**src/rtl/core/csu_pkg.sv**
```systemverilog
// Package for the sound unit: item codes, register offsets, tables and shared types.
package csu_pkg;

  typedef enum logic [1:0] {
    MODE_TICK  = 2'd0,
    MODE_WRITE = 2'd1,
    MODE_READ  = 2'd2,
    MODE_NONE  = 2'd3
  } mode_e;

  localparam logic [4:0] REG_P0_CTRL  = 5'd0;
  localparam logic [4:0] REG_P0_SWEEP = 5'd1;
  localparam logic [4:0] REG_P0_LO    = 5'd2;
  localparam logic [4:0] REG_P0_HI    = 5'd3;
  localparam logic [4:0] REG_P1_CTRL  = 5'd4;
  localparam logic [4:0] REG_P1_SWEEP = 5'd5;
  localparam logic [4:0] REG_P1_LO    = 5'd6;
  localparam logic [4:0] REG_P1_HI    = 5'd7;
  localparam logic [4:0] REG_TRI_LIN  = 5'd8;
  localparam logic [4:0] REG_TRI_LO   = 5'd10;
  localparam logic [4:0] REG_TRI_HI   = 5'd11;
  localparam logic [4:0] REG_NZ_CTRL  = 5'd12;
  localparam logic [4:0] REG_NZ_PER   = 5'd14;
  localparam logic [4:0] REG_NZ_LEN   = 5'd15;
  localparam logic [4:0] REG_STATUS   = 5'd21;
  localparam logic [4:0] REG_FRAME    = 5'd23;

  localparam logic [15:0] FC_Q1   = 16'd7457;
  localparam logic [15:0] FC_H1   = 16'd14913;
  localparam logic [15:0] FC_Q3   = 16'd22371;
  localparam logic [15:0] FC_4END = 16'd29829;
  localparam logic [15:0] FC_4WR  = 16'd29830;
  localparam logic [15:0] FC_5END = 16'd37281;
  localparam logic [15:0] FC_5WR  = 16'd37282;

  localparam logic [9:0] W_PULSE = 10'd493;
  localparam logic [9:0] W_TRI   = 10'd558;
  localparam logic [9:0] W_NOISE = 10'd324;

  // one pulse channel
  typedef struct packed {
    logic [10:0] timer;
    logic [10:0] period;
    logic [1:0]  duty;
    logic [2:0]  step;
    logic [7:0]  length;
    logic        en, halt, cvol, start, swen, neg, swrld;
    logic [3:0]  volume;
    logic [3:0]  decay;
    logic [3:0]  env_div;
    logic [2:0]  sw_shift;
    logic [2:0]  sw_per;
    logic [2:0]  sw_div;
  } pulse_t;

  // levels handed from the state core to the mixer
  typedef struct packed {
    logic [7:0] rd;
    logic       irq;
    logic [3:0] pa, pb, tr, nz;
  } levels_t;

  function automatic logic [7:0] len_lut(input logic [4:0] i);
    logic [7:0] r;
    case (i)
      5'd0: r = 8'd10;   5'd1: r = 8'd254; 5'd2: r = 8'd20;  5'd3: r = 8'd2;
      5'd4: r = 8'd40;   5'd5: r = 8'd4;   5'd6: r = 8'd80;  5'd7: r = 8'd6;
      5'd8: r = 8'd160;  5'd9: r = 8'd8;   5'd10: r = 8'd60; 5'd11: r = 8'd10;
      5'd12: r = 8'd14;  5'd13: r = 8'd12; 5'd14: r = 8'd26; 5'd15: r = 8'd14;
      5'd16: r = 8'd12;  5'd17: r = 8'd16; 5'd18: r = 8'd24; 5'd19: r = 8'd18;
      5'd20: r = 8'd48;  5'd21: r = 8'd20; 5'd22: r = 8'd96; 5'd23: r = 8'd22;
      5'd24: r = 8'd192; 5'd25: r = 8'd24; 5'd26: r = 8'd72; 5'd27: r = 8'd26;
      5'd28: r = 8'd16;  5'd29: r = 8'd28; 5'd30: r = 8'd32; default: r = 8'd30;
    endcase
    return r;
  endfunction

  function automatic logic [11:0] noise_lut(input logic [3:0] i);
    logic [11:0] r;
    case (i)
      4'd0: r = 12'd4;     4'd1: r = 12'd8;     4'd2: r = 12'd16;    4'd3: r = 12'd32;
      4'd4: r = 12'd64;    4'd5: r = 12'd96;    4'd6: r = 12'd128;   4'd7: r = 12'd160;
      4'd8: r = 12'd202;   4'd9: r = 12'd254;   4'd10: r = 12'd380;  4'd11: r = 12'd508;
      4'd12: r = 12'd762;  4'd13: r = 12'd1016; 4'd14: r = 12'd2034; default: r = 12'd4068;
    endcase
    return r;
  endfunction

  function automatic logic [7:0] duty_lut(input logic [1:0] i);
    logic [7:0] r;
    case (i)
      2'd0: r = 8'h02;
      2'd1: r = 8'h06;
      2'd2: r = 8'h1E;
      default: r = 8'hF9;
    endcase
    return r;
  endfunction

  // sweep target, 12 bits so overflow above 0x7FF shows
  function automatic logic [11:0] sweep_tgt(input pulse_t p, input logic ones);
    logic [11:0] chg;
    chg = {1'b0, p.period >> p.sw_shift};
    if (!p.neg) return {1'b0, p.period} + chg;
    return {1'b0, p.period} - chg - {11'd0, ones};
  endfunction

  function automatic logic pulse_mute(input pulse_t p, input logic ones);
    logic [11:0] t;
    t = sweep_tgt(p, ones);
    return (p.period < 11'd8) || (!p.neg && (t > 12'h7FF));
  endfunction

endpackage

```
**src/rtl/core/csu_core.sv**
```systemverilog
// Channel and frame sequencer state, updated once per accepted beat; yields channel levels.
module csu_core (
  input  logic                clk_i,
  input  logic                rst_ni,
  input  logic                step_i,
  input  logic [1:0]          mode_i,
  input  logic [4:0]          off_i,
  input  logic [7:0]          data_i,
  output csu_pkg::levels_t    lv_o
);

  csu_pkg::pulse_t p_q [2];
  csu_pkg::pulse_t p_d [2];
  logic [10:0] tt_q, tt_d, tp_q, tp_d;
  logic [4:0]  ts_q, ts_d;
  logic [7:0]  tl_q, tl_d;
  logic [6:0]  tlin_q, tlin_d, trl_q, trl_d;
  logic        ten_q, ten_d, tctl_q, tctl_d, trf_q, trf_d;
  logic [11:0] nt_q, nt_d, np_q, np_d;
  logic [14:0] ns_q, ns_d;
  logic [7:0]  nl_q, nl_d;
  logic        nen_q, nen_d, nhalt_q, nhalt_d, ncv_q, ncv_d, nst_q, nst_d, nmd_q, nmd_d;
  logic [3:0]  nv_q, nv_d, nd_q, nd_d, ndiv_q, ndiv_d;
  logic [15:0] fc_q, fc_d;
  logic        f5_q, f5_d, finh_q, finh_d, firq_q, firq_d, ftog_q, ftog_d;
  logic [7:0]  rd;

  always_ff @(posedge clk_i or negedge rst_ni) begin
    if (!rst_ni) begin
      p_q[0] <= '0; p_q[1] <= '0;
      tt_q <= '0; tp_q <= '0; ts_q <= '0; tl_q <= '0; tlin_q <= '0; trl_q <= '0;
      ten_q <= 1'b0; tctl_q <= 1'b0; trf_q <= 1'b0;
      nt_q <= '0; np_q <= '0; ns_q <= 15'd1; nl_q <= '0;
      nen_q <= 1'b0; nhalt_q <= 1'b0; ncv_q <= 1'b0; nst_q <= 1'b0; nmd_q <= 1'b0;
      nv_q <= '0; nd_q <= '0; ndiv_q <= '0;
      fc_q <= '0; f5_q <= 1'b0; finh_q <= 1'b0; firq_q <= 1'b0; ftog_q <= 1'b0;
    end else if (step_i) begin
      p_q[0] <= p_d[0]; p_q[1] <= p_d[1];
      tt_q <= tt_d; tp_q <= tp_d; ts_q <= ts_d; tl_q <= tl_d; tlin_q <= tlin_d;
      trl_q <= trl_d; ten_q <= ten_d; tctl_q <= tctl_d; trf_q <= trf_d;
      nt_q <= nt_d; np_q <= np_d; ns_q <= ns_d; nl_q <= nl_d;
      nen_q <= nen_d; nhalt_q <= nhalt_d; ncv_q <= ncv_d; nst_q <= nst_d; nmd_q <= nmd_d;
      nv_q <= nv_d; nd_q <= nd_d; ndiv_q <= ndiv_d;
      fc_q <= fc_d; f5_q <= f5_d; finh_q <= finh_d; firq_q <= firq_d; ftog_q <= ftog_d;
    end
  end

  always_comb begin
    logic qf, hf;
    logic [1:0] ch;
    logic fb;
    logic [11:0] tg;
    p_d[0] = p_q[0]; p_d[1] = p_q[1];
    tt_d = tt_q; tp_d = tp_q; ts_d = ts_q; tl_d = tl_q; tlin_d = tlin_q; trl_d = trl_q;
    ten_d = ten_q; tctl_d = tctl_q; trf_d = trf_q;
    nt_d = nt_q; np_d = np_q; ns_d = ns_q; nl_d = nl_q;
    nen_d = nen_q; nhalt_d = nhalt_q; ncv_d = ncv_q; nst_d = nst_q; nmd_d = nmd_q;
    nv_d = nv_q; nd_d = nd_q; ndiv_d = ndiv_q;
    fc_d = fc_q; f5_d = f5_q; finh_d = finh_q; firq_d = firq_q; ftog_d = ftog_q;
    qf = 1'b0; hf = 1'b0;
    rd = '0;
    ch = '0;
    fb = 1'b0;
    tg = '0;

    case (csu_pkg::mode_e'(mode_i))
      csu_pkg::MODE_TICK: begin
        if (tt_q == '0) begin
          tt_d = tp_q;
          if (tl_q != '0 && tlin_q != '0) ts_d = ts_q + 5'd1;
        end else begin
          tt_d = tt_q - 11'd1;
        end
        if (nt_q == '0) begin
          nt_d = np_q;
          fb = ns_q[0] ^ (nmd_q ? ns_q[6] : ns_q[1]);
          ns_d = {fb, ns_q[14:1]};
        end else begin
          nt_d = nt_q - 12'd1;
        end
        ftog_d = !ftog_q;
        if (ftog_d) begin
          for (int c = 0; c < 2; c++) begin
            if (p_q[c].timer == '0) begin
              p_d[c].timer = p_q[c].period;
              p_d[c].step = p_q[c].step + 3'd1;
            end else begin
              p_d[c].timer = p_q[c].timer - 11'd1;
            end
          end
        end
        fc_d = fc_q + 16'd1;
        if (!f5_q) begin
          if (fc_d == csu_pkg::FC_Q1 || fc_d == csu_pkg::FC_Q3) qf = 1'b1;
          else if (fc_d == csu_pkg::FC_H1) begin qf = 1'b1; hf = 1'b1; end
          else if (fc_d == csu_pkg::FC_4END) begin
            qf = 1'b1; hf = 1'b1;
            if (!finh_q) firq_d = 1'b1;
          end else if (fc_d == csu_pkg::FC_4WR) fc_d = '0;
        end else begin
          if (fc_d == csu_pkg::FC_Q1 || fc_d == csu_pkg::FC_Q3) qf = 1'b1;
          else if (fc_d == csu_pkg::FC_H1 || fc_d == csu_pkg::FC_5END) begin
            qf = 1'b1; hf = 1'b1;
          end else if (fc_d == csu_pkg::FC_5WR) fc_d = '0;
        end
      end
      csu_pkg::MODE_WRITE: begin
        ch = (off_i >= csu_pkg::REG_P1_CTRL && off_i <= csu_pkg::REG_P1_HI) ? 2'd1 : 2'd0;
        case (off_i)
          csu_pkg::REG_P0_CTRL, csu_pkg::REG_P1_CTRL: begin
            p_d[ch[0]].duty = data_i[7:6];
            p_d[ch[0]].halt = data_i[5];
            p_d[ch[0]].cvol = data_i[4];
            p_d[ch[0]].volume = data_i[3:0];
          end
          csu_pkg::REG_P0_SWEEP, csu_pkg::REG_P1_SWEEP: begin
            p_d[ch[0]].swen = data_i[7];
            p_d[ch[0]].neg = data_i[3];
            p_d[ch[0]].swrld = 1'b1;
            p_d[ch[0]].sw_per = data_i[6:4];
            p_d[ch[0]].sw_shift = data_i[2:0];
          end
          csu_pkg::REG_P0_LO, csu_pkg::REG_P1_LO:
            p_d[ch[0]].period[7:0] = data_i;
          csu_pkg::REG_P0_HI, csu_pkg::REG_P1_HI: begin
            p_d[ch[0]].period[10:8] = data_i[2:0];
            if (p_q[ch[0]].en) p_d[ch[0]].length = csu_pkg::len_lut(data_i[7:3]);
            p_d[ch[0]].step = '0;
            p_d[ch[0]].start = 1'b1;
          end
          csu_pkg::REG_TRI_LIN: begin
            tctl_d = data_i[7];
            trl_d = data_i[6:0];
          end
          csu_pkg::REG_TRI_LO: tp_d[7:0] = data_i;
          csu_pkg::REG_TRI_HI: begin
            tp_d[10:8] = data_i[2:0];
            if (ten_q) tl_d = csu_pkg::len_lut(data_i[7:3]);
            trf_d = 1'b1;
          end
          csu_pkg::REG_NZ_CTRL: begin
            nhalt_d = data_i[5];
            ncv_d = data_i[4];
            nv_d = data_i[3:0];
          end
          csu_pkg::REG_NZ_PER: begin
            nmd_d = data_i[7];
            np_d = csu_pkg::noise_lut(data_i[3:0]);
          end
          csu_pkg::REG_NZ_LEN: begin
            if (nen_q) nl_d = csu_pkg::len_lut(data_i[7:3]);
            nst_d = 1'b1;
          end
          csu_pkg::REG_STATUS: begin
            p_d[0].en = data_i[0]; p_d[1].en = data_i[1];
            ten_d = data_i[2]; nen_d = data_i[3];
            if (!data_i[0]) p_d[0].length = '0;
            if (!data_i[1]) p_d[1].length = '0;
            if (!data_i[2]) tl_d = '0;
            if (!data_i[3]) nl_d = '0;
          end
          csu_pkg::REG_FRAME: begin
            f5_d = data_i[7];
            finh_d = data_i[6];
            if (data_i[6]) firq_d = 1'b0;
            fc_d = '0;
            if (data_i[7]) begin qf = 1'b1; hf = 1'b1; end
          end
          default: ;
        endcase
      end
      csu_pkg::MODE_READ: begin
        rd = {1'b0, firq_q, 2'b00, nl_q != '0, tl_q != '0,
              p_q[1].length != '0, p_q[0].length != '0};
        firq_d = 1'b0;
      end
      default: ;
    endcase

    // quarter frame: envelopes and linear counter (write effects already applied)
    if (qf) begin
      for (int c = 0; c < 2; c++) begin
        if (p_d[c].start) begin
          p_d[c].start = 1'b0; p_d[c].decay = 4'd15; p_d[c].env_div = p_d[c].volume;
        end else if (p_d[c].env_div == '0) begin
          p_d[c].env_div = p_d[c].volume;
          if (p_d[c].decay != '0) p_d[c].decay = p_d[c].decay - 4'd1;
          else if (p_d[c].halt) p_d[c].decay = 4'd15;
        end else begin
          p_d[c].env_div = p_d[c].env_div - 4'd1;
        end
      end
      if (nst_d) begin
        nst_d = 1'b0; nd_d = 4'd15; ndiv_d = nv_d;
      end else if (ndiv_d == '0) begin
        ndiv_d = nv_d;
        if (nd_d != '0) nd_d = nd_d - 4'd1;
        else if (nhalt_d) nd_d = 4'd15;
      end else begin
        ndiv_d = ndiv_d - 4'd1;
      end
      if (trf_d) tlin_d = trl_d;
      else if (tlin_d != '0) tlin_d = tlin_d - 7'd1;
      if (!tctl_d) trf_d = 1'b0;
    end
    // half frame: length counters and sweep
    if (hf) begin
      for (int c = 0; c < 2; c++) begin
        if (!p_d[c].halt && p_d[c].length != '0) p_d[c].length = p_d[c].length - 8'd1;
        tg = csu_pkg::sweep_tgt(p_d[c], c == 0);
        if (p_d[c].sw_div == '0 && p_d[c].swen && p_d[c].sw_shift != '0 &&
            !csu_pkg::pulse_mute(p_d[c], c == 0))
          p_d[c].period = tg[10:0];
        if (p_d[c].sw_div == '0 || p_d[c].swrld) begin
          p_d[c].sw_div = p_d[c].sw_per;
          p_d[c].swrld = 1'b0;
        end else begin
          p_d[c].sw_div = p_d[c].sw_div - 3'd1;
        end
      end
      if (!tctl_d && tl_d != '0) tl_d = tl_d - 8'd1;
      if (!nhalt_d && nl_d != '0) nl_d = nl_d - 8'd1;
    end
  end

  // levels after the item
  always_comb begin
    logic [3:0] lv [2];
    logic [7:0] dt;
    for (int c = 0; c < 2; c++) begin
      dt = csu_pkg::duty_lut(p_d[c].duty);
      if (!p_d[c].en || p_d[c].length == '0 || csu_pkg::pulse_mute(p_d[c], c == 0) ||
          !dt[p_d[c].step])
        lv[c] = '0;
      else
        lv[c] = p_d[c].cvol ? p_d[c].volume : p_d[c].decay;
    end
    lv_o.rd = rd;
    lv_o.irq = firq_d;
    lv_o.pa = lv[0];
    lv_o.pb = lv[1];
    lv_o.tr = !ten_d ? 4'd0 : (ts_d[4] ? ts_d[3:0] : ~ts_d[3:0]);
    lv_o.nz = (nen_d && nl_d != '0 && !ns_d[0]) ? (ncv_d ? nv_d : nd_d) : 4'd0;
  end

endmodule

```
**src/rtl/core/csu_mix.sv**
```systemverilog
// Result register with ready/valid handshake and the weighted channel mix.
module csu_mix (
  input  logic             clk_i,
  input  logic             rst_ni,
  input  logic             load_i,
  input  csu_pkg::levels_t lv_i,
  input  logic             out_ready_i,
  output logic             out_valid_o,
  output logic             free_o,
  output logic [39:0]      out_data_o
);

  csu_pkg::levels_t r_q;
  logic             v_q;
  logic [14:0]      mix;

  assign free_o = !v_q || out_ready_i;

  always_ff @(posedge clk_i or negedge rst_ni) begin
    if (!rst_ni) v_q <= 1'b0;
    else if (free_o) v_q <= load_i;
  end

  always_ff @(posedge clk_i) begin
    if (free_o && load_i) r_q <= lv_i;
  end

  always_comb begin
    logic [19:0] s;
    s = 20'(csu_pkg::W_PULSE * ({1'b0, r_q.pa} + {1'b0, r_q.pb}))
      + 20'(csu_pkg::W_TRI * r_q.tr) + 20'(csu_pkg::W_NOISE * r_q.nz);
    mix = s[14:0];
  end

  assign out_valid_o = v_q;
  assign out_data_o = {mix, r_q.nz, r_q.tr, r_q.pb, r_q.pa, r_q.irq, r_q.rd};

endmodule

```
**src/rtl/core/console_sound_unit.sv**
```systemverilog
// Sound unit top level: two pulse, triangle and noise channels, frame sequencer, mixer.
// One beat per clock while s_axis_tready is high: tick, register write or status read.
// The state update is combinational over the state registers, so each accepted beat
// updates state at one edge and its result is loaded into the output register at that
// same edge; s_axis_tready stays high while that register is empty or being drained.
module console_sound_unit (
  input  logic        clk_i,
  input  logic        rst_ni,
  input  logic        s_axis_tvalid,
  output logic        s_axis_tready,
  input  logic [15:0] s_axis_tdata,  // mode[1:0], reg_offset[6:2], write_data[14:7], zero
  output logic        m_axis_tvalid,
  input  logic        m_axis_tready,
  output logic [39:0] m_axis_tdata   // read_data[7:0], irq_pending[8], pulse_a[12:9],
                                     // pulse_b[16:13], triangle[20:17], noise[24:21],
                                     // mixed_level[39:25]
);

  csu_pkg::levels_t lv;
  logic             free;
  logic             acc;

  assign s_axis_tready = free;
  assign acc = s_axis_tvalid && free;

  csu_core u_core (
    .clk_i  (clk_i),
    .rst_ni (rst_ni),
    .step_i (acc),
    .mode_i (s_axis_tdata[1:0]),
    .off_i  (s_axis_tdata[6:2]),
    .data_i (s_axis_tdata[14:7]),
    .lv_o   (lv)
  );

  csu_mix u_mix (
    .clk_i       (clk_i),
    .rst_ni      (rst_ni),
    .load_i      (acc),
    .lv_i        (lv),
    .out_ready_i (m_axis_tready),
    .out_valid_o (m_axis_tvalid),
    .free_o      (free),
    .out_data_o  (m_axis_tdata)
  );

endmodule
```
**config.mk**
```make
export PLATFORM = sky130hd
export DESIGN_NAME = console_sound_unit
export DESIGN_NICKNAME = d
export VERILOG_FILES = /design/src/rtl/core/csu_pkg.sv /design/src/rtl/core/csu_core.sv /design/src/rtl/core/csu_mix.sv /design/src/rtl/core/console_sound_unit.sv
export SDC_FILE = /design/constraint.sdc
export NUM_CORES = 1
export LEC_CHECK = 0
export ABC_AREA = 1
export ABC_CLOCK_PERIOD_IN_PS = 8000
export BUFFER_PORTS_ARGS = -buffer_cell sky130_fd_sc_hd__clkbuf_2
export CORE_ASPECT_RATIO = 0.9
export CORE_UTILIZATION = 36
export CTS_CLUSTER_SIZE = 8
export DETAILED_ROUTE_END_ITERATION = 8
export GPL_TIMING_DRIVEN = 0
export HOLD_SLACK_MARGIN = 0.12
export PLACE_DENSITY = 0.48
export SLEW_MARGIN = 5
export SYNTH_ARGS = -nofsm -noshare
export SYNTH_HDL_FRONTEND = slang
export SYNTH_SLANG_ARGS = --single-unit
```
**constraint.sdc**
```tcl
create_clock -name clk_i -period 8 [get_ports clk_i]
set_input_delay 1.2 -clock clk_i [delete_from_list [all_inputs] [get_ports clk_i]]
set_output_delay 1.2 -clock clk_i [all_outputs]
set_load 0.05 [all_outputs]
```
Word-level counts from Yosys, hierarchy flattened

Memory sizes are Yosys's and may differ from the RTL's. A register that Yosys moved wholly into a read port is not among the register bits.
Cells that the tools add are included.

$add $sub $neg: 34
Multipliers: 3
Magnitude comparators: 14
Equal/unequal tests: 31
Shift-type cells: 4
Muxes and demuxes: 208
Bitwise gates (word level): 3
Reductions and logical operators: 98

Operators with widths:

| cell                                                            | number |
|---|---|
| bitwise mux 126 bit                                             | 14 |
| demux 63 bit (select 1 bit)                                     | 14 |
| 2-to-1 mux 126 bit                                              | 3 |
| case mux 27 bit (4 select lines)                                | 2 |
| case mux 54 bit (4 select lines)                                | 1 |
| 2-to-1 mux 8 bit                                                | 23 |
| 2-to-1 mux 16 bit                                               | 9 |
| 2-to-1 mux 12 bit                                               | 9 |
| 2-to-1 mux 36 bit                                               | 3 |
| 2-to-1 mux 11 bit                                               | 9 |
| case mux 9 bit (5 select lines)                                 | 2 |
| 2-to-1 mux 28 bit                                               | 3 |
| 2-to-1 mux 4 bit                                                | 21 |
| nonzero test 8 bit                                              | 9 |
| 2-to-1 mux 52 bit                                               | 1 |
| 2-to-1 mux 1 bit                                                | 51 |
| 2-to-1 mux 49 bit                                               | 1 |
| adder 11 x 11 -> 12 bit                                         | 4 |
| == test 16 x 15 -> 1 bit, second input constant                 | 3 |
| greater-than comparator 12 x 11 -> 1 bit, second input constant | 4 |
| case mux 8 bit (3 select lines)                                 | 2 |
| subtractor 11 x 11 -> 12 bit                                    | 4 |
| < comparator 11 x 4 -> 1 bit, second input constant             | 4 |
| case mux 11 bit (2 select lines)                                | 2 |
| other kinds (75)                                                | 197 |

Flip-flop bits (word level): 288
Memory bits (read-only): 848
Bits of input ports: 20
Output and inout port bits: 42
Word-level logic and storage cells: 471
Memories: 4

Memories:

| name            | words | width | rd ports | clocked after Yosys merged registers in | write ports | line          | RTL |
|---|---|---|---|---|---|---|---|
| (no name shown) | 32    | 7     | 1        | 0                                       | 0           | csu_pkg.sv:65 | `case (i)` |
| (no name shown) | 32    | 7     | 1        | 0                                       | 0           | csu_pkg.sv:65 |  |
| (no name shown) | 32    | 7     | 1        | 0                                       | 0           | csu_pkg.sv:65 |  |
| (no name shown) | 16    | 11    | 1        | 1                                       | 0           | csu_pkg.sv:80 | `case (i)` |

Logic depth before layout (Yosys ltp)

Gate-level depths: netlist of the first run.

Depth after elaboration: 39
Gate-level depth with buffers: 55

Modules after synthesis

A second synthesis of the first run with hierarchy kept.

Cells, all modules: 3,483
Area total of the unflattened synthesis: 24,503.5 um^2

Modules (own cells, without submodules):

| module             | instances | cells an instance | area each (um^2) |
|---|---|---|---|
| csu_core           | 1         | 3,110             | 21,246.6 |
| csu_mix            | 1         | 371               | 3,249.4 |
| console_sound_unit | 1         | 2                 | 7.5 |

Worst setup path after synthesis of the first run

Ideal clock, no wire load.

Kind: reg-to-output
Start: reg u_mix.r_q, in the netlist u_mix.out_data_o[19]
End: out m_axis_tdata[39]
Arrival: 6.753 ns
Path slack: 0.047 ns
Cell stages (with the launch flop): 25
Buffers on the path: 0
Path through: edfxtp_1 -> fa_1 -> ha_1 -> inv_1 -> fa_1 -> o31ai_1 -> xnor2_1 -> inv_1 -> fa_1 -> fa_1 -> inv_1 -> fa_1 -> inv_1 -> fa_1 -> ha_1 -> inv_1 -> o21bai_1 -> a21oi_1 -> o21ai_0 -> nand2_1 -> o21ai_0 -> nand2_1 -> nand2_1 -> a21oi_1 -> xnor2_1

Cells in the longest elaborated chain, start to end: 3

Ends and longest elaborated chain:

| element                    | line                     | RTL |
|---|---|---|
| start: declaration         | csu_mix.sv:13            | `csu_pkg::levels_t r_q;` |
| start signal: assignment   | csu_mix.sv:25            | `if (free_o && load_i) r_q <= lv_i;` |
| multiplier 9 x 4 -> 13 bit | csu_mix.sv:31            | `+ 20'(csu_pkg::W_TRI * r_q.tr) + 20'(csu_pkg::W_NOISE * r_q.nz);` |
| adder 15 x 14 -> 15 bit    | csu_mix.sv:31            |  |
| adder 15 x 13 -> 15 bit    | csu_mix.sv:31            |  |
| end: declaration           | console_sound_unit.sv:14 | `output logic [39:0] m_axis_tdata` |

No other way between the ends.

Worst setup path after layout of the first run

Same ends and word-level chain as after synthesis.

==> impl_metrics.yaml, run 1 <==
status:
  status: "complete, no violations"
flow_run:
  max_cap_viol_count: 0
finish:
  layout-drive-gt1-share_pct: 10.4
  area_delta_synth_final_pct: 14.1
  fin_cells: 4357
  nets: 3704
logic_synthesis:
  yosysTopAreaCellShare_pct: 27.6
  synth.area.top_cells: "dfrtp_1 (28%), nand2_1 (12%), ha_1 (8.2%)"
  synthesis.instances: 3348
  async_flop_share_pct: 92.3
  yosys_warnings: 0
  synthTopCellsByCount: "nand2_1 (788), inv_1 (496), o21ai_0 (388)"
  ys.flop_type: "dfrtp_1"
  avgSynthCellArea_sq_um: 7.07
  synth_edf_count: 22
  yosysTopAreaCell: "dfrtp_1"
  syn-cell-area_sq_um: 23700
  ys_ff_latch: 284
  ys_seq_area_share_pct: 30.5
  synth.most_common_cell: "nand2_1"
  synth_cell_types: 67
power:
  p_per_area_nw_per_um2: 456
  vdd.ir_drop.worst_uv: 2580
  p_leak_nw: 13.4
clock_tree:
  cts_tree: "done"
  numCtsBuffers: 41
  ctsRootBufferMaster: "clkbuf_16"
  clk_latency_ns: 0.58
  cts_sinks: 284
  cts-htree-levels: 2
  ctsLongestPathBuffers: 3
  path_clk_slew_ns: 0.05
timing:
  clock_skew_ns: 0.0253
  setup_ws_ns: 0.234
  tightest_slew_ns: 1.29
  timing.fmax_mhz: 129
  maxSlewViolCount: 0
  hold_viol: 0
  rsz0062_at_grt: "yes"
  max_slew_margin_pct: 13.0
  period_minus_slack_ns: 7.77
  setup_viol: 0
  min_period_over_period_pct: 97.1
grt:
  grt_pass1_wl_um: 128000
  grt_pass1_vias: 22100
  grt_overflow: 0
  grt_max_degree: 86
  gr-usage-all-layers_pct: 24.6
  grt_antenna_before_repair: 4
placement:
  io_buffers: 54
  place_congestion: 0.906
  dp_hpwl_um: 62900
  dp_cells: 4263
  pre_cts_ws_ns: -2.87
critical_path:
  crit_fanout: 3
  cp_slowest_stage_delay_ns: 0.52
  cp.arrival_ns: 6.57
  critPathRequiredTime_ns: 6.80
  endpoint_kind: "primary output"
  cp_slowest_cell: "fa_1"
  cp_common_cell: "inv_1"
  cp-start-kind: "flop"
  crit_type: "flop to primary output"
detailed_routing:
  vias: 23000
  dr.pass1.iters: 6
  avgRoutedWirePerCell_um: 18.9
  wirelength_met1_um: 38100
  route.met2.wl_um: 37300
  initialDrtViolationCount: 1781
  met3_wirelength_um: 5120
  routed_wl_um: 82300
  drtAntennaViolNets: 0
  vias_per_cell: 5.28
  drc_errors: 0
  dr.max_layer_used: "met5"
min_path:
  min_path_type: "flop to flop"
floorplanning:
  die_h_um: 245
  start_util_pct: 36.7
  row_count: 88
  fp.dieW_um: 272
  die_area_sq_um: 66800
  core_area_sq_um: 64500
  pin_count: 62
==> final timing paths <==
path                                      start                    to  slack, ns  cells past startpoint
max in group asynchronous                rst_ni        u_core.p_q[44]       6.24                      3
max reg2reg                     u_core.p_q[110]  u_mix.out_data_o[11]       1.33                     45
min                              u_core.ns_q[3]        u_core.ns_q[3]       0.47                      2
min reg2reg                      u_core.ns_q[3]        u_core.ns_q[3]       0.47                      2
min in group asynchronous                rst_ni        u_core.ns_q[9]       0.58                      1
max                        u_mix.out_data_o[19]      m_axis_tdata[39]       0.23                     28
==> sequential cells by signal, indices dropped and copies added, names as in the netlist, 4 cells and up <==
name,count
u_core.tl_q,8
u_core.nd_q,4
u_core.fc_q,16
u_core.ns_q,15
u_core.ts_q,5
u_core.nt_q,12
u_mix.out_data_o,22
u_core.nv_q,4
u_core.trl_q,7
u_core.np_q,11
u_core.tt_q,11
u_core.p_q,126
u_core.nl_q,8
u_core.tp_q,11
u_core.tlin_q,7
u_core.ndiv_q,4
==> worst max-delay path, delay by kind of cell (launching register included) <==
kind | cells | cell delay, ns
AOI/OAI and AO/OA | 6 | 0.94
xor gates and xnor gates | 2 | 0.28
buffers and inverters | 8 | 0.77
DFF | 1 | 0.38
and+or+nand+nor | 3 | 0.21
adders and majority gates | 9 | 3.39
==> power by group <==
part           internal [mW]  leakage [nW]  switching [mW]
Clock                  0.945         0.547           0.674
Sequential              1.80          3.58           0.264
Combinational           2.77          9.28            5.84
Total                   5.52          13.4            6.78
==> layer usage <==
metal  global-route usage (%)  vias to the layer above
met3                     3.99                      108
met4                     6.92                        2
met5                        0                        -
li1                         -                    11200
met1                     34.0                    11000
met2                     39.5                      646
==> kinds of logic after synthesis <==
| kind of cell | after synthesis | synth area share (%) |
|---|---|---|
| AO/OA/AOI/OAI | 714 | 17.0 |
| XOR/XNOR | 113 | 4.18 |
| adder cells (fa/ha/maj) | 195 | 11.5 |
| buffers and inverters | 624 | 10.2 |
| flip-flops | 284 | 30.5 |
| multiplexers | 22 | 0.983 |
| other | 1 | 0.0158 |
| AND/OR/NAND/NOR | 1395 | 25.5 |
==> what timing repair did <==
item                                   4_1_cts  5_1_grt
buffers inserted                            12       28
endpoints found under the hold margin        0        0
setup endpoints to repair                   11       12
pin swaps                                    6       28
hold buffers                                 0        0
gates cloned                                 1        1
gates resized for setup                     56      113
==> through the flow <==
stage	power (mW)	area [sq um]	hold slack, ns	util, %	setup TNS (ns)
floorplan	7.64	23700	0.442	-	0
global placement	10.0	25000	0.456	38.8	-94.70
detailed placement	10.1	25100	0.460	38.9	-20.01
CTS	12.0	26500	0.472	41.1	-0.0297
global route	13.4	27000	0.498	41.8	-0.208
finish	12.3	27000	0.469	41.8	0
==> area by class of cell <==
cell class              count  area, sq um
diodes                      1         2.50
inverters                 517         1960
clock inverters             2         36.3
flip-flops and latches    284         7220
repair buffers             98          698
repair inverters            1         5.00
fillers                  6843        37500
clock buffers              53         1090
well taps                 855         1070
plain buffers             103          519
multi-input cells        2443        14400
==> cells in the final DEF, fill, tap and decap left out, types with 8 or more instances in the layout <==
master     instances
inv_1            480
a31oi_1            9
buf_1              9
nor2_2             9
nand2_1          783
o21ai_1           19
dfrtp_1          261
a22oi_1            8
nand4_1           31
ha_1             152
or2_2             10
nor2_1           229
nand3_2           13
nor4_1            35
nand3_1          190
o21ai_2           10
inv_2             23
o22ai_1           57
fa_1              38
mux2i_1           12
o21a_1             9
xor2_1            85
clkbuf_2          55
nand2_2           33
xnor2_1           28
edfxtp_1          22
buf_2             11
clkbuf_16         42
nor2_4            15
nor3_1            25
a21oi_1          115
clkbuf_1          66
buf_4             55
a21oi_2           11
o211ai_1          49
o21ai_0          362
o31ai_1            8
Power figures use the tool's default switching activity.
==> run 2: changes to the inputs <==
==> constraint.sdc (replaced) <==
create_clock -name clk_i -period 8 [get_ports clk_i]
set_input_delay 1.6 -clock clk_i [delete_from_list [all_inputs] [get_ports clk_i]]
set_output_delay 1.6 -clock clk_i [all_outputs]
set_load 0.05 [all_outputs]
==> run 2 against run 1 <==
Compared with the run above:
- the run now ends with negative setup slack left
- critical path depth fell by 3
- worst hold slack got worse by 0.0018 ns
- sequential power barely moved
- sequential share of layout area fell by 0.68 points
- clock skew rose by 0.0040 ns
- sequential cell count did not move
- critical endpoint is now m_axis_tdata[38]
- final area rose by 2.6%
- register-to-register slack improved by 0.16 ns
- global-route usage barely moved
- largest cell class unchanged
- wire length rose by 0.90%
- fmax fell by 3.2%
==> impl_metrics.yaml, run 2 (synthesized netlist as in run 1, its figures left out) <==
clock_tree:
  numCtsBuffers: 41
  cts_tree: "done"
  ctsLongestPathBuffers: 3
  path_clk_slew_ns: 0.05
  ctsRootBufferMaster: "clkbuf_16"
  cts_sinks: 284
  cts-htree-levels: 2
  clk_latency_ns: 0.58
finish:
  seqCellArea_sq_um: 7220
  fillers: 6746
  layout_commonest_cell: "nand2_1"
  layout-drive-gt1-share_pct: 13.4
  nets: 3727
  multi_input_area_sq_um: 14800
  area_delta_synth_final_pct: 17.1
  final_core_util_pct: 42.9
  top_register: "u_core.p_q"
  most-common-layout-cells: "nand2_1 (770), inv_1 (465), o21ai_0 (349)"
  largest_register_ffs: 126
  final_area_sq_um: 27700
critical_path:
  cp.arrival_ns: 6.42
  crit_type: "flop to primary output"
  cp-start-kind: "flop"
  endpoint_kind: "primary output"
  crit_fanout: 4
  critPathRequiredTime_ns: 6.40
  rr_worst_depth: 33
detailed_routing:
  avgRoutedWirePerCell_um: 19.0
  vias: 23200
  vias_per_cell: 5.30
  drtAntennaViolNets: 0
  drc_errors: 0
  initialDrtViolationCount: 1787
  dr.pass1.iters: 6
  routed_wl_um: 83100
timing:
  min_period_over_period_pct: 100
  setup_ws_ns: -0.0238
  rsz0062_at_grt: "yes"
  maxSlewViolCount: 0
  timing.fmax_mhz: 125
  hold_viol: 0
  setup_viol: 2
  clock_skew_ns: 0.0293
  period_minus_slack_ns: 8.02
  hold_ws_ns: 0.467
  tightest_slew_ns: 1.28
  max_slew_margin_pct: 13.5
min_path:
  min_path_type: "flop to flop"
  hold_depth: 2
grt:
  grt_max_degree: 96
  grt_pass1_vias: 22100
  gr-usage-all-layers_pct: 24.6
  grt_pass1_wl_um: 128000
  grt_overflow: 0
  grt_antenna_before_repair: 2
status:
  status: "finished with violations"
  violations: "negative setup slack"
placement:
  io_buffers: 54
  pre_cts_ws_ns: -2.82
  place_congestion: 0.930
  dpl-instance-area_sq_um: 25100
  dp_hpwl_um: 62900
power:
  vdd.ir_drop.worst_uv: 2660
  p_per_area_nw_per_um2: 476
  p_leak_nw: 13.6
floorplanning:
  core_area_sq_um: 64500
  fp.dieW_um: 272
  pin_count: 62
  die_h_um: 245
  die_area_sq_um: 66800
  row_count: 88
  start_util_pct: 36.7
flow_run:
  max_cap_viol_count: 0
run 2: routing by layer:
layer  GRT usage, %  share of wire, %  up-vias
li1               -                 -    11300
met1           34.9                47    11200
met2           39.6                45      599
met3           2.92               5.3      114
met4           6.38               2.4        2
met5              0             0.014        -
run 2: final cells by class:
cell class | instances | area share (%)
sequential | 284 | 26.0
antenna | 1 | 0.00903
multi-input combinational | 2443 | 53.5
clock buffer | 53 | 3.87
tap | 855 | 3.86
buffer | 104 | 2.05
inverter | 517 | 7.15
clock inverter | 3 | 0.239
timing repair buffer | 121 | 3.31
run 2: per-stage QoR:
step           setup TNS (ns)  std cells  power [mW]
2_1_floorplan          -0.182       3350        7.67
3_3_place_gp          -205.90       4259        10.0
3_5_place_dp           -21.72       4262        10.1
4_1_cts                -0.223       4349        12.9
5_1_grt                 -1.28       4381        14.3
6_report              -0.0333       4381        13.2
run 2: power breakdown:
group / leakage (nW) / switching, mW / internal [mW] / total, mW
Sequential: 3.58 / 0.262 / 1.80 / 2.07
Clock: 0.548 / 0.687 / 0.934 / 1.62
Combinational: 9.47 / 6.15 / 3.34 / 9.49
Total: 13.6 / 7.10 / 6.08 / 13.2
run 2: final timing paths:
kind | from | endpoint | slack [ns]
setup / recovery | u_mix.out_data_o[19] | m_axis_tdata[38] | -0.02
hold / removal | u_core.ns_q[2] | u_core.ns_q[2] | 0.47
setup reg to reg | u_core.fc_q[0] | u_mix.out_data_o[9] | 1.49
hold reg to reg | u_core.ns_q[2] | u_core.ns_q[2] | 0.47
max in group asynchronous | rst_ni | u_core.p_q[106] | 5.48
min in group asynchronous | rst_ni | u_core.ns_q[11] | 1.05
run 2: repair_timing:
item                       in CTS  in global routing
gates resized for setup       135                167
setup buffers                  33                 30
cloned                          1                  1
pin swaps                      48                 54
setup endpoints to repair      14                 12
hold buffers                    0                  0
run 2: worst max-delay path: stages (launching register included):
cell and delay [ns]:
edfxtp_1 0.48, fa_2 0.53, ha_4 0.29, inv_2 0.04, fa_2 0.38, o31ai_4 0.30, xnor2_1 0.16, inv_1 0.08
fa_1 0.46, fa_1 0.51, inv_2 0.04, fa_1 0.51, inv_2 0.04, fa_1 0.54, ha_4 0.21, buf_6 0.11
a21oi_2 0.10, inv_1 0.06, a21oi_2 0.18, o21ai_2 0.08, a21oi_2 0.14, nor2_1 0.06, o21ai_1 0.11, nand2_1 0.09
xor2_2 0.18, buf_8 0.17
